### src/design/npr_pkg.sv
// Shared types, codes and node selection functions for the NUMA policy node resolver.
package npr_pkg;

  localparam int MAX_NODES      = 16;
  localparam int TASK_SLOTS_DEF = 64;

  localparam logic [1:0] REQ_RESOLVE = 2'd0;
  localparam logic [1:0] REQ_SET     = 2'd1;
  localparam logic [1:0] REQ_CLEAR   = 2'd2;

  localparam logic [2:0] MODE_NONE           = 3'd0;
  localparam logic [2:0] MODE_PREFERRED      = 3'd1;
  localparam logic [2:0] MODE_BIND           = 3'd2;
  localparam logic [2:0] MODE_INTERLEAVE     = 3'd3;
  localparam logic [2:0] MODE_LOCAL          = 3'd4;
  localparam logic [2:0] MODE_PREFERRED_MANY = 3'd5;
  localparam logic [2:0] MODE_WEIGHTED       = 3'd6;

  typedef enum logic [2:0] {
    S_CLEAR,
    S_IDLE,
    S_VDIV,
    S_VPICK,
    S_TDIV,
    S_TPICK,
    S_DONE
  } state_t;

  typedef struct packed {
    logic [2:0]  mode;
    logic [15:0] mask;
    logic [3:0]  cursor;
  } entry_t;

  typedef struct packed {
    logic       found;
    logic [3:0] idx;
  } lowest_t;

  typedef struct packed {
    logic       found;
    logic [3:0] node;
    logic       strict;
    logic       adv;
    logic [3:0] cursor;
  } pick_t;

  // Mask with the low cnt bits set, cnt from 0 to 16.
  function automatic logic [15:0] low_mask(input logic [4:0] cnt);
    logic [16:0] m;
    m = (17'd1 << cnt) - 17'd1;
    return m[15:0];
  endfunction

  // Lowest set bit below MAX_NODES.
  function automatic lowest_t lowest_node(input logic [15:0] mask);
    lowest_t     r;
    logic [15:0] m;
    m = mask & low_mask(5'(MAX_NODES));
    r = '0;
    for (int i = 15; i >= 0; i--) begin
      if (m[i]) begin
        r.found = 1'b1;
        r.idx   = 4'(i);
      end
    end
    return r;
  endfunction

  // One policy lookup. The interleave search starts at start, which is already below n.
  function automatic pick_t pick_node(input logic [2:0]  mode,
                                      input logic [15:0] mask,
                                      input logic [3:0]  start,
                                      input logic [4:0]  n,
                                      input logic [3:0]  local_nd);
    pick_t       r;
    lowest_t     lo;
    lowest_t     lo_hi;
    lowest_t     lo_all;
    logic [15:0] m;
    logic [15:0] hi;
    logic [4:0]  nxt;
    r      = '0;
    lo     = lowest_node(mask);
    m      = mask & low_mask(n);
    hi     = m & ~low_mask({1'b0, start});
    lo_hi  = lowest_node(hi);
    lo_all = lowest_node(m);
    nxt    = '0;
    case (mode)
      MODE_BIND: begin
        r.strict = 1'b1;
        r.found  = lo.found;
        r.node   = lo.found ? lo.idx : 4'd0;
      end
      MODE_PREFERRED, MODE_PREFERRED_MANY: begin
        if (mask != '0) begin
          r.found = lo.found;
          r.node  = lo.found ? lo.idx : 4'd0;
        end else begin
          r.found = 1'b1;
          r.node  = local_nd;
        end
      end
      MODE_INTERLEAVE, MODE_WEIGHTED: begin
        r.found  = lo_all.found;
        r.adv    = lo_all.found;
        r.node   = lo_hi.found ? lo_hi.idx : lo_all.idx;
        nxt      = {1'b0, r.node} + 5'd1;
        r.cursor = (nxt == n) ? 4'd0 : nxt[3:0];
      end
      MODE_LOCAL: begin
        r.found = 1'b1;
        r.node  = local_nd;
      end
      default: begin
        r = '0;
      end
    endcase
    return r;
  endfunction

endpackage

### src/design/npr_channels.sv
// Valid/ready channel interfaces for the request and result items.
interface npr_req_if;
  logic        valid;
  logic        ready;
  logic [1:0]  req_type;
  logic [5:0]  task_slot;
  logic [2:0]  vma_mode;
  logic [15:0] vma_nodes;
  logic [4:0]  vma_home;
  logic [15:0] page_number;
  logic [3:0]  local_node;
  logic [2:0]  policy_mode;
  logic [15:0] policy_nodes;

  modport source (
    output valid, req_type, task_slot, vma_mode, vma_nodes, vma_home, page_number,
           local_node, policy_mode, policy_nodes,
    input  ready
  );
  modport sink (
    input  valid, req_type, task_slot, vma_mode, vma_nodes, vma_home, page_number,
           local_node, policy_mode, policy_nodes,
    output ready
  );
endinterface

interface npr_res_if;
  logic       valid;
  logic       ready;
  logic [3:0] node;
  logic       node_chosen;
  logic       strict;

  modport source (output valid, node, node_chosen, strict, input ready);
  modport sink (input valid, node, node_chosen, strict, output ready);
endinterface

### src/design/numa_policy_node_resolver_top.sv
// NUMA policy node resolver: picks the memory node for each page allocation request.
//
//   Channel   Dir  Handshake       Payload
//   request   in   valid / ready   req_type, task_slot, vma_*, page_number, local_node,
//                                  policy_mode, policy_nodes
//   result    out  valid / ready   node, node_chosen, strict
//   cfg       in   cfg_we          cfg_wdata = node_count
//
// Set, clear and unused requests, and resolves with fewer than two nodes, go straight to
// the done state. A resolve finds the page number modulo the node count with a restoring
// remainder unit, one dividend bit per cycle across all 16 bits; at the task stage it
// reduces the stored cursor (4 bits) before the pick, and the cursor after the pick is
// written back. After reset a clearing pass zeroes the task table; no item is taken
// during it. The result sits in an output register, so a new item is accepted while the
// previous result still waits; a held result stalls only the next finish.
module numa_policy_node_resolver_top #(
  parameter int TASK_SLOTS = npr_pkg::TASK_SLOTS_DEF
) (
  input  logic         clk,
  input  logic         rst,
  input  logic         cfg_we,
  input  logic [4:0]   cfg_wdata,
  npr_req_if.sink      request,
  npr_res_if.source    result
);

  localparam int AW = (TASK_SLOTS > 1) ? $clog2(TASK_SLOTS) : 1;

  npr_pkg::state_t state, state_next;

  logic [4:0]    node_count;
  logic [4:0]    n_eff;
  logic [AW-1:0] clr_cnt;

  // The task table: mode, mask and interleave cursor for each slot.
  npr_pkg::entry_t mem [TASK_SLOTS];
  npr_pkg::entry_t rd_entry;

  logic            mem_we;
  logic [AW-1:0]   mem_waddr;
  npr_pkg::entry_t mem_wdata;
  logic            mem_re;

  logic [AW+5:0] slot_wide;
  logic [AW-1:0] req_idx;
  logic          req_slot_ok;

  // Fields of the item in flight.
  logic [AW-1:0] q_idx;
  logic          q_slot_ok;
  logic [2:0]    q_vmode;
  logic [15:0]   q_vmask;
  logic [4:0]    q_vhome;
  logic [3:0]    q_local;

  // Remainder unit.
  logic [4:0]  div_rem;
  logic [15:0] div_sr;
  logic [4:0]  div_cnt;
  logic        div_start;
  logic [15:0] div_dividend;
  logic [4:0]  div_len;
  logic [5:0]  div_trial;

  logic       pend_load;
  logic [3:0] pend_node, pend_node_next;
  logic       pend_chosen, pend_chosen_next;
  logic       pend_strict, pend_strict_next;

  logic       out_valid;
  logic [3:0] out_node;
  logic       out_chosen;
  logic       out_strict;
  logic       out_load;

  logic           in_ready;
  logic           accept;
  npr_pkg::pick_t vpick;
  npr_pkg::pick_t tpick;
  logic           home_ok;
  logic [4:0]     home_m1;
  logic           go_task;

  assign request.ready      = in_ready;
  assign accept             = request.valid && in_ready;
  assign result.valid       = out_valid;
  assign result.node        = out_node;
  assign result.node_chosen = out_chosen;
  assign result.strict      = out_strict;

  // Node counts above the supported maximum behave as the maximum.
  assign n_eff = (node_count > 5'(npr_pkg::MAX_NODES)) ? 5'(npr_pkg::MAX_NODES) : node_count;

  assign slot_wide   = {{AW{1'b0}}, request.task_slot};
  assign req_idx     = slot_wide[AW-1:0];
  assign req_slot_ok = 32'(request.task_slot) < 32'(TASK_SLOTS);

  // The mapping interleave starts at page_number mod n; an empty mask starts at zero.
  assign vpick = npr_pkg::pick_node(q_vmode, q_vmask,
                                    (q_vmask != '0) ? div_rem[3:0] : 4'd0,
                                    n_eff, q_local);
  assign tpick = npr_pkg::pick_node(rd_entry.mode, rd_entry.mask, div_rem[3:0],
                                    n_eff, q_local);

  assign home_ok = (q_vhome != 5'd0) && (q_vhome <= 5'(npr_pkg::MAX_NODES));
  assign home_m1 = q_vhome - 5'd1;
  assign go_task = !vpick.found && !home_ok && q_slot_ok &&
                   (rd_entry.mode != npr_pkg::MODE_NONE);

  // Shift in the next dividend bit; the partial remainder stays below n.
  assign div_trial = {div_rem, div_sr[15]};

  always_ff @(posedge clk) begin
    if (rst) begin
      node_count <= 5'd1;
    end else if (cfg_we) begin
      node_count <= cfg_wdata;
    end
  end

  always_ff @(posedge clk) begin
    if (rst) begin
      state <= npr_pkg::S_CLEAR;
    end else begin
      state <= state_next;
    end
  end

  always_ff @(posedge clk) begin
    if (rst) begin
      clr_cnt <= '0;
    end else if (state == npr_pkg::S_CLEAR) begin
      clr_cnt <= clr_cnt + AW'(1);
    end
  end

  always_ff @(posedge clk) begin
    if (mem_we) begin
      mem[mem_waddr] <= mem_wdata;
    end
    if (mem_re) begin
      rd_entry <= mem[req_idx];
    end
  end

  always_ff @(posedge clk) begin
    if (accept) begin
      q_idx     <= req_idx;
      q_slot_ok <= req_slot_ok;
      q_vmode   <= request.vma_mode;
      q_vmask   <= request.vma_nodes;
      q_vhome   <= request.vma_home;
      q_local   <= request.local_node;
    end
  end

  always_ff @(posedge clk) begin
    if (rst) begin
      div_cnt <= '0;
    end else if (div_start) begin
      div_cnt <= div_len;
    end else if (div_cnt != 5'd0) begin
      div_cnt <= div_cnt - 5'd1;
    end
  end

  always_ff @(posedge clk) begin
    if (div_start) begin
      div_rem <= '0;
      div_sr  <= div_dividend;
    end else if (div_cnt != 5'd0) begin
      div_rem <= (div_trial >= {1'b0, n_eff}) ? 5'(div_trial - {1'b0, n_eff})
                                              : div_trial[4:0];
      div_sr  <= {div_sr[14:0], 1'b0};
    end
  end

  always_ff @(posedge clk) begin
    if (pend_load) begin
      pend_node   <= pend_node_next;
      pend_chosen <= pend_chosen_next;
      pend_strict <= pend_strict_next;
    end
  end

  always_ff @(posedge clk) begin
    if (rst) begin
      out_valid <= 1'b0;
    end else if (out_load) begin
      out_valid <= 1'b1;
    end else if (result.ready) begin
      out_valid <= 1'b0;
    end
  end

  always_ff @(posedge clk) begin
    if (out_load) begin
      out_node   <= pend_node;
      out_chosen <= pend_chosen;
      out_strict <= pend_strict;
    end
  end

  always_comb begin
    state_next = state;
    case (state)
      npr_pkg::S_CLEAR: begin
        if (clr_cnt == AW'(TASK_SLOTS - 1)) begin
          state_next = npr_pkg::S_IDLE;
        end
      end
      npr_pkg::S_IDLE: begin
        if (accept) begin
          if (request.req_type == npr_pkg::REQ_RESOLVE && n_eff > 5'd1) begin
            state_next = npr_pkg::S_VDIV;
          end else begin
            state_next = npr_pkg::S_DONE;
          end
        end
      end
      npr_pkg::S_VDIV: begin
        if (div_cnt == 5'd1) begin
          state_next = npr_pkg::S_VPICK;
        end
      end
      npr_pkg::S_VPICK: begin
        state_next = go_task ? npr_pkg::S_TDIV : npr_pkg::S_DONE;
      end
      npr_pkg::S_TDIV: begin
        if (div_cnt == 5'd1) begin
          state_next = npr_pkg::S_TPICK;
        end
      end
      npr_pkg::S_TPICK: begin
        state_next = npr_pkg::S_DONE;
      end
      npr_pkg::S_DONE: begin
        if (out_load) begin
          state_next = npr_pkg::S_IDLE;
        end
      end
      default: begin
        state_next = npr_pkg::S_IDLE;
      end
    endcase
  end

  always_comb begin
    in_ready         = 1'b0;
    mem_we           = 1'b0;
    mem_waddr        = q_idx;
    mem_wdata        = '0;
    mem_re           = 1'b0;
    div_start        = 1'b0;
    div_dividend     = request.page_number;
    div_len          = 5'd16;
    pend_load        = 1'b0;
    pend_node_next   = 4'd0;
    pend_chosen_next = 1'b0;
    pend_strict_next = 1'b0;
    out_load         = 1'b0;
    case (state)
      npr_pkg::S_CLEAR: begin
        mem_we    = 1'b1;
        mem_waddr = clr_cnt;
      end
      npr_pkg::S_IDLE: begin
        in_ready = 1'b1;
        if (accept) begin
          // Every non-resolve item, and a resolve with fewer than two nodes, returns all zeros.
          pend_load = 1'b1;
          mem_re    = 1'b1;
          div_start = 1'b1;
          mem_waddr = req_idx;
          if (request.req_type == npr_pkg::REQ_SET && req_slot_ok) begin
            mem_we    = 1'b1;
            mem_wdata = '{mode: request.policy_mode, mask: request.policy_nodes,
                          cursor: 4'd0};
          end else if (request.req_type == npr_pkg::REQ_CLEAR && req_slot_ok) begin
            mem_we = 1'b1;
          end
        end
      end
      npr_pkg::S_VPICK: begin
        pend_load        = 1'b1;
        pend_chosen_next = vpick.found || home_ok;
        pend_strict_next = vpick.strict;
        if (vpick.found) begin
          pend_node_next = vpick.node;
        end else if (home_ok) begin
          pend_node_next = home_m1[3:0];
        end
        if (go_task) begin
          // A cursor left from an older node count may be out of range: reduce it too.
          div_start    = 1'b1;
          div_dividend = {rd_entry.cursor, 12'd0};
          div_len      = 5'd4;
        end
      end
      npr_pkg::S_TPICK: begin
        pend_load        = 1'b1;
        pend_chosen_next = tpick.found;
        pend_node_next   = tpick.found ? tpick.node : 4'd0;
        pend_strict_next = pend_strict || tpick.strict;
        mem_we           = 1'b1;
        mem_wdata        = '{mode: rd_entry.mode, mask: rd_entry.mask,
                             cursor: tpick.adv ? tpick.cursor : rd_entry.cursor};
      end
      npr_pkg::S_DONE: begin
        out_load = !out_valid || result.ready;
      end
      default: begin
        in_ready = 1'b0;
      end
    endcase
  end

endmodule

### src/flat_wrapper.sv
// flat-port wrapper written by rule: the top's interface ports become plain ports
module numa_policy_node_resolver_top_flat 
#(
  parameter int TASK_SLOTS = npr_pkg::TASK_SLOTS_DEF
)
  (clk, rst, cfg_we, cfg_wdata, request_valid, request_req_type, request_task_slot, request_vma_mode, request_vma_nodes, request_vma_home, request_page_number, request_local_node, request_policy_mode, request_policy_nodes, request_ready, result_valid, result_node, result_node_chosen, result_strict, result_ready);
  npr_req_if request_i ();
  npr_res_if result_i ();
  input  logic clk;
  input  logic rst;
  input  logic cfg_we;
  input  logic [4:0] cfg_wdata;
  input wire logic [$bits(request_i.valid)-1:0] request_valid;
  input wire logic [$bits(request_i.req_type)-1:0] request_req_type;
  input wire logic [$bits(request_i.task_slot)-1:0] request_task_slot;
  input wire logic [$bits(request_i.vma_mode)-1:0] request_vma_mode;
  input wire logic [$bits(request_i.vma_nodes)-1:0] request_vma_nodes;
  input wire logic [$bits(request_i.vma_home)-1:0] request_vma_home;
  input wire logic [$bits(request_i.page_number)-1:0] request_page_number;
  input wire logic [$bits(request_i.local_node)-1:0] request_local_node;
  input wire logic [$bits(request_i.policy_mode)-1:0] request_policy_mode;
  input wire logic [$bits(request_i.policy_nodes)-1:0] request_policy_nodes;
  output wire logic [$bits(request_i.ready)-1:0] request_ready;
  output wire logic [$bits(result_i.valid)-1:0] result_valid;
  output wire logic [$bits(result_i.node)-1:0] result_node;
  output wire logic [$bits(result_i.node_chosen)-1:0] result_node_chosen;
  output wire logic [$bits(result_i.strict)-1:0] result_strict;
  input wire logic [$bits(result_i.ready)-1:0] result_ready;
  assign request_i.valid = request_valid;
  assign request_i.req_type = request_req_type;
  assign request_i.task_slot = request_task_slot;
  assign request_i.vma_mode = request_vma_mode;
  assign request_i.vma_nodes = request_vma_nodes;
  assign request_i.vma_home = request_vma_home;
  assign request_i.page_number = request_page_number;
  assign request_i.local_node = request_local_node;
  assign request_i.policy_mode = request_policy_mode;
  assign request_i.policy_nodes = request_policy_nodes;
  assign request_ready = request_i.ready;
  assign result_valid = result_i.valid;
  assign result_node = result_i.node;
  assign result_node_chosen = result_i.node_chosen;
  assign result_strict = result_i.strict;
  assign result_i.ready = result_ready;
  numa_policy_node_resolver_top #(.TASK_SLOTS(TASK_SLOTS)) u_core (.clk(clk), .rst(rst), .cfg_we(cfg_we), .cfg_wdata(cfg_wdata), .request(request_i), .result(result_i));
endmodule
### config.mk
export PLATFORM = sky130hd
export DESIGN_NAME = numa_policy_node_resolver_top_flat
export DESIGN_NICKNAME = d
export VERILOG_FILES = /design/src/design/npr_pkg.sv /design/src/design/npr_channels.sv /design/src/design/numa_policy_node_resolver_top.sv /design/src/flat_wrapper.sv
export SDC_FILE = /design/constraint.sdc
export NUM_CORES = 2
export LEC_CHECK = 0
export ABC_AREA = 1
export BUFFER_PORTS_ARGS = -buffer_cell sky130_fd_sc_hd__buf_2
export CORE_MARGIN = 5
export CORE_UTILIZATION = 55
export DETAILED_ROUTE_END_ITERATION = 6
export HOLD_SLACK_MARGIN = 0.15
export PLACE_DENSITY = 0.69
export SLEW_MARGIN = 0
export SYNTH_ARGS = -nofsm -noshare
export SYNTH_HDL_FRONTEND = slang
export SYNTH_SLANG_ARGS = --single-unit
export TNS_END_PERCENT = 1
### constraint.sdc
create_clock -name clk -period 13.9 [get_ports clk]
set_input_delay 0.695 -clock clk [delete_from_list [all_inputs] [get_ports clk]]
set_output_delay 0.695 -clock clk [all_outputs]
set_load 0.01 [all_outputs]
==> impl_metrics.env <==
export IMPL_setup_ws_ns=8.67
export IMPL_ys_seq_area_share_pct=72.8
export IMPL_layout_min_cycle_time_ns=5.23
export IMPL_crit_arrival_ns=5.70
export IMPL_grt_use_total_pct=28.8
export IMPL_final_cells=7014
export IMPL_cts_htree_levels=4
export IMPL_layout_nets=5444
export IMPL_syn_area_um2=64800
export IMPL_port_buffers=88
export IMPL_rsz0062_at_grt="false"
export IMPL_r2r_slack_ns=8.67
export IMPL_cp_endpoint="u_core.mem[6][2]"
export IMPL_cts_resized=0
export IMPL_multiInputGateArea_um2=16100
export IMPL_slew_headroom_pct=22.4
export IMPL_hold_viol_final=0
export IMPL_pwr_share_seq_pct=50.6
export IMPL_ant_nets=0
export IMPL_final_core_util_pct=61.8
export IMPL_fin_skew_ns=0.0224
export IMPL_core_area_um2=118000
export IMPL_pwr_share_clk_pct=39.5
export IMPL_setup_viol=0
export IMPL_fin_crit_sh_pct=37.6
export IMPL_cts_buffer_depth=3
export IMPL_cp_slowest_cell="dfxtp_1"
export IMPL_fill_cells=8822
export IMPL_num_rows=126
export IMPL_clk_latency_ns=0.77
export IMPL_synth_ff_type="edfxtp_1"
export IMPL_design_area_um2=72600
export IMPL_maxSlewViolCount=0
export IMPL_critical_path_depth=37
export IMPL_worstSetupEndpointType="flop"
export IMPL_initial_core_util_pct=55.1
export IMPL_cts_buffers=156
export IMPL_die_y_um=353
export IMPL_final_cell_mix="edfxtp_1, nor2_1, o21ai_0"
export IMPL_regArea_um2=47200
export IMPL_gp_congestion=0.989
export IMPL_cell_internal_pwr_mw=7.93
export IMPL_synth_top_area_share_pct=71.9
export IMPL_ios=89
export IMPL_ys_top_cells_by_area="edfxtp_1, o21ai_0, nor2_1, o22ai_1, clkbuf_1"
export IMPL_drv_cap=0
export IMPL_power_frac_comb_pct=9.9
export IMPL_post_cts_buffers=0
export IMPL_ys_ff_latch=1582
export IMPL_synth_cell_types=63
export IMPL_drcViolationCount=1
export IMPL_syn_to_final_growth_pct=12.1
export IMPL_path_common_cell="nand2_1"
export IMPL_worst_slew_pin_slew_ns=1.16
export IMPL_clock_fmax_mhz=191
export IMPL_tns_ns=0
export IMPL_p_sw_share_pct=24.0
export IMPL_yosysWarnings=0
export IMPL_dp_hpwl_mm=99.5
export IMPL_synth_edff_count=1551
export IMPL_r2r_cells=37
export IMPL_cts_tree="built"
export IMPL_slowest_delay_ns=0.63
export IMPL_peakVddDrop_mv=0.127
export IMPL_cp_max_fo=64
export IMPL_die_area_um2=125000
export IMPL_via_per_inst=6.39
export IMPL_rr_startpoint="u_core.div_rem[3]"
export IMPL_route_vias_total=44827
export IMPL_final_common_cell="edfxtp_1"
export IMPL_crit_type="reg2reg"
export IMPL_grt_pass1_wl_mm=270
export IMPL_wl_per_cell_um=26.3
export IMPL_grt_pass1_vias=41464
export IMPL_startpoint="u_core.div_rem[3]"
export IMPL_dp_cells=6695
export IMPL_drtIter0Drc=6492
export IMPL_synth_net_count=5384
export IMPL_clkTransAtPathRegs_ns=0.06
export IMPL_dp_slack_ns=8.44
export IMPL_rr_endpoint="u_core.mem[6][2]"
export IMPL_antenna_found_initial=2
export IMPL_postSynthAreaPerCell_um2=12.3
export IMPL_yosys_area_top_type="edfxtp_1"
export IMPL_crit_buf_inv=4
export IMPL_violations="DRC"
export IMPL_cts_sinks=1582
export IMPL_power_switching_mw=2.50
export IMPL_drtPass1Iterations=7
export IMPL_routed_wl_mm=184
export IMPL_power_density_nw_per_um2=144
export IMPL_place_area_um2=67400
export IMPL_hold_class="in2reg"
export IMPL_synth_cells=5286
export IMPL_die_x_um=353
export IMPL_cpLargestDelayFamily="simple AND/OR/NAND/NOR gates"
export IMPL_status="finished with violations"
export IMPL_grt_ovfl_total=0
export IMPL_start_kind="flop"
export IMPL_drive_above_1_share_pct=10.4
export IMPL_synth_async_sr_flop_share_pct=0
export IMPL_grt_max_degree=218
export IMPL_root_buffer="clkbuf_16"
export IMPL_p_leak_nw=25.6
export IMPL_required_ns=14.36
## sequential cells by signal, indices dropped and copies added (netlist names), 5 cells and up
register	count
u_core.div_cnt	5
u_core.q_vmask	16
u_core.rd_entry	23
u_core.clr_cnt	6
u_core.mem	1472
u_core.node_count	5
u_core.div_sr	16
u_core.div_rem	5
u_core.q_idx	6
u_core.q_vhome	5
## worst min path at each step
stage,start,endpoint,slack (ns),depth (start not counted)
2_1_floorplan,u_core.pend_node[0],u_core.result.node[0],0.40,0
3_3_place_gp,u_core.pend_node[3],u_core.result.node[3],0.40,0
3_5_place_dp,u_core.pend_node[2],u_core.result.node[2],0.41,0
4_1_cts,cfg_wdata[0],u_core.node_count[0],0.17,3
5_1_grt,cfg_wdata[0],u_core.node_count[0],0.20,3
6_report,cfg_wdata[0],u_core.node_count[0],0.21,3
## final cells by class
class / count / area share [%]
Clock buffer: 199 / 5.89
Clock inverter: 90 / 0.975
Antenna cell: 1 / 0.00345
Inverter: 191 / 1.03
Tap cell: 1536 / 2.65
Sequential cell: 1582 / 65.0
Multi-Input combinational cell: 3179 / 22.1
Timing Repair Buffer: 236 / 2.36
## power by group through the flow
stage / sequential [mW] / combinational (mW) / clock [mW]
detailed placement: 5.38 / 1.00 / 0
global placement: 5.38 / 1.00 / 0
CTS: 5.28 / 1.02 / 4.16
global route: 5.28 / 1.13 / 4.37
floorplan: 5.36 / 0.714 / 0
finish: 5.28 / 1.04 / 4.12
## per-layer routing
metal	up-vias	wire length, µm	track usage, %
li1	19668	-	-
met1	21955	72500	42.0
met2	2818	82600	43.5
met3	384	21600	5.27
met4	2	7510	11.5
met5	-	16	0
## synthesized netlist by cell type (4+ instances only)
| master | number |
|---|---|
| dfxtp_1 | 31 |
| o21bai_1 | 4 |
| nor4_1 | 4 |
| clkbuf_1 | 316 |
| o22ai_1 | 395 |
| xor2_1 | 13 |
| inv_1 | 179 |
| o32ai_1 | 16 |
| a21oi_1 | 58 |
| inv_2 | 4 |
| nand2_2 | 7 |
| a211oi_1 | 7 |
| nand4_1 | 10 |
| a311oi_1 | 4 |
| o211ai_1 | 30 |
| nand3_1 | 82 |
| o2111ai_1 | 4 |
| o311ai_0 | 6 |
| a22oi_1 | 4 |
| edfxtp_1 | 1551 |
| a22o_1 | 11 |
| buf_1 | 15 |
| o31ai_1 | 4 |
| inv_4 | 4 |
| nor2_1 | 1123 |
| ha_1 | 16 |
| nand3_2 | 8 |
| nor3_1 | 34 |
| o21ai_0 | 991 |
| nand2_4 | 4 |
| nand2_1 | 245 |
| nor2_2 | 7 |
| o221ai_1 | 51 |
## worst reg2reg max path: cells and delay by family (launching register included)
| kind | cells | cell delay (ns) |
|---|---|---|
| xor+xnor | 1 | 0.13 |
| buf+inv | 4 | 0.83 |
| simple gates | 27 | 2.34 |
| compound gates | 3 | 0.59 |
| fa+ha+maj | 2 | 0.38 |
| flops | 1 | 0.63 |
## cell families (layout without fill, tap and decap cells)
kind of cell | after synthesis | count (layout) | synth area share, %
buffers and inverters | 525 | 716 | 3.07
adder cells (fa/ha/maj) | 17 | 17 | 0.340
AND/OR/NAND/NOR | 1541 | 1541 | 9.56
AO/OA/AOI/OAI | 1605 | 1605 | 14.0
XOR/XNOR | 16 | 16 | 0.228
other | 0 | 1 | 0
flip-flops | 1582 | 1582 | 72.8
## stage by stage
step,hold WS [ns],power (mW)
final,0.206,10.4
after global routing,0.204,10.8
after CTS,0.168,10.5
after detailed placement,0.408,6.38
after global placement,0.405,6.38
after floorplan,0.400,6.08
## repair_timing
item | CTS | global route
setup endpoints to repair | 0 | 0
hold buffers | 29 | 0
endpoints found under the hold margin | 29 | 0
No activity file was read; power rests on OpenSTA's default activity.
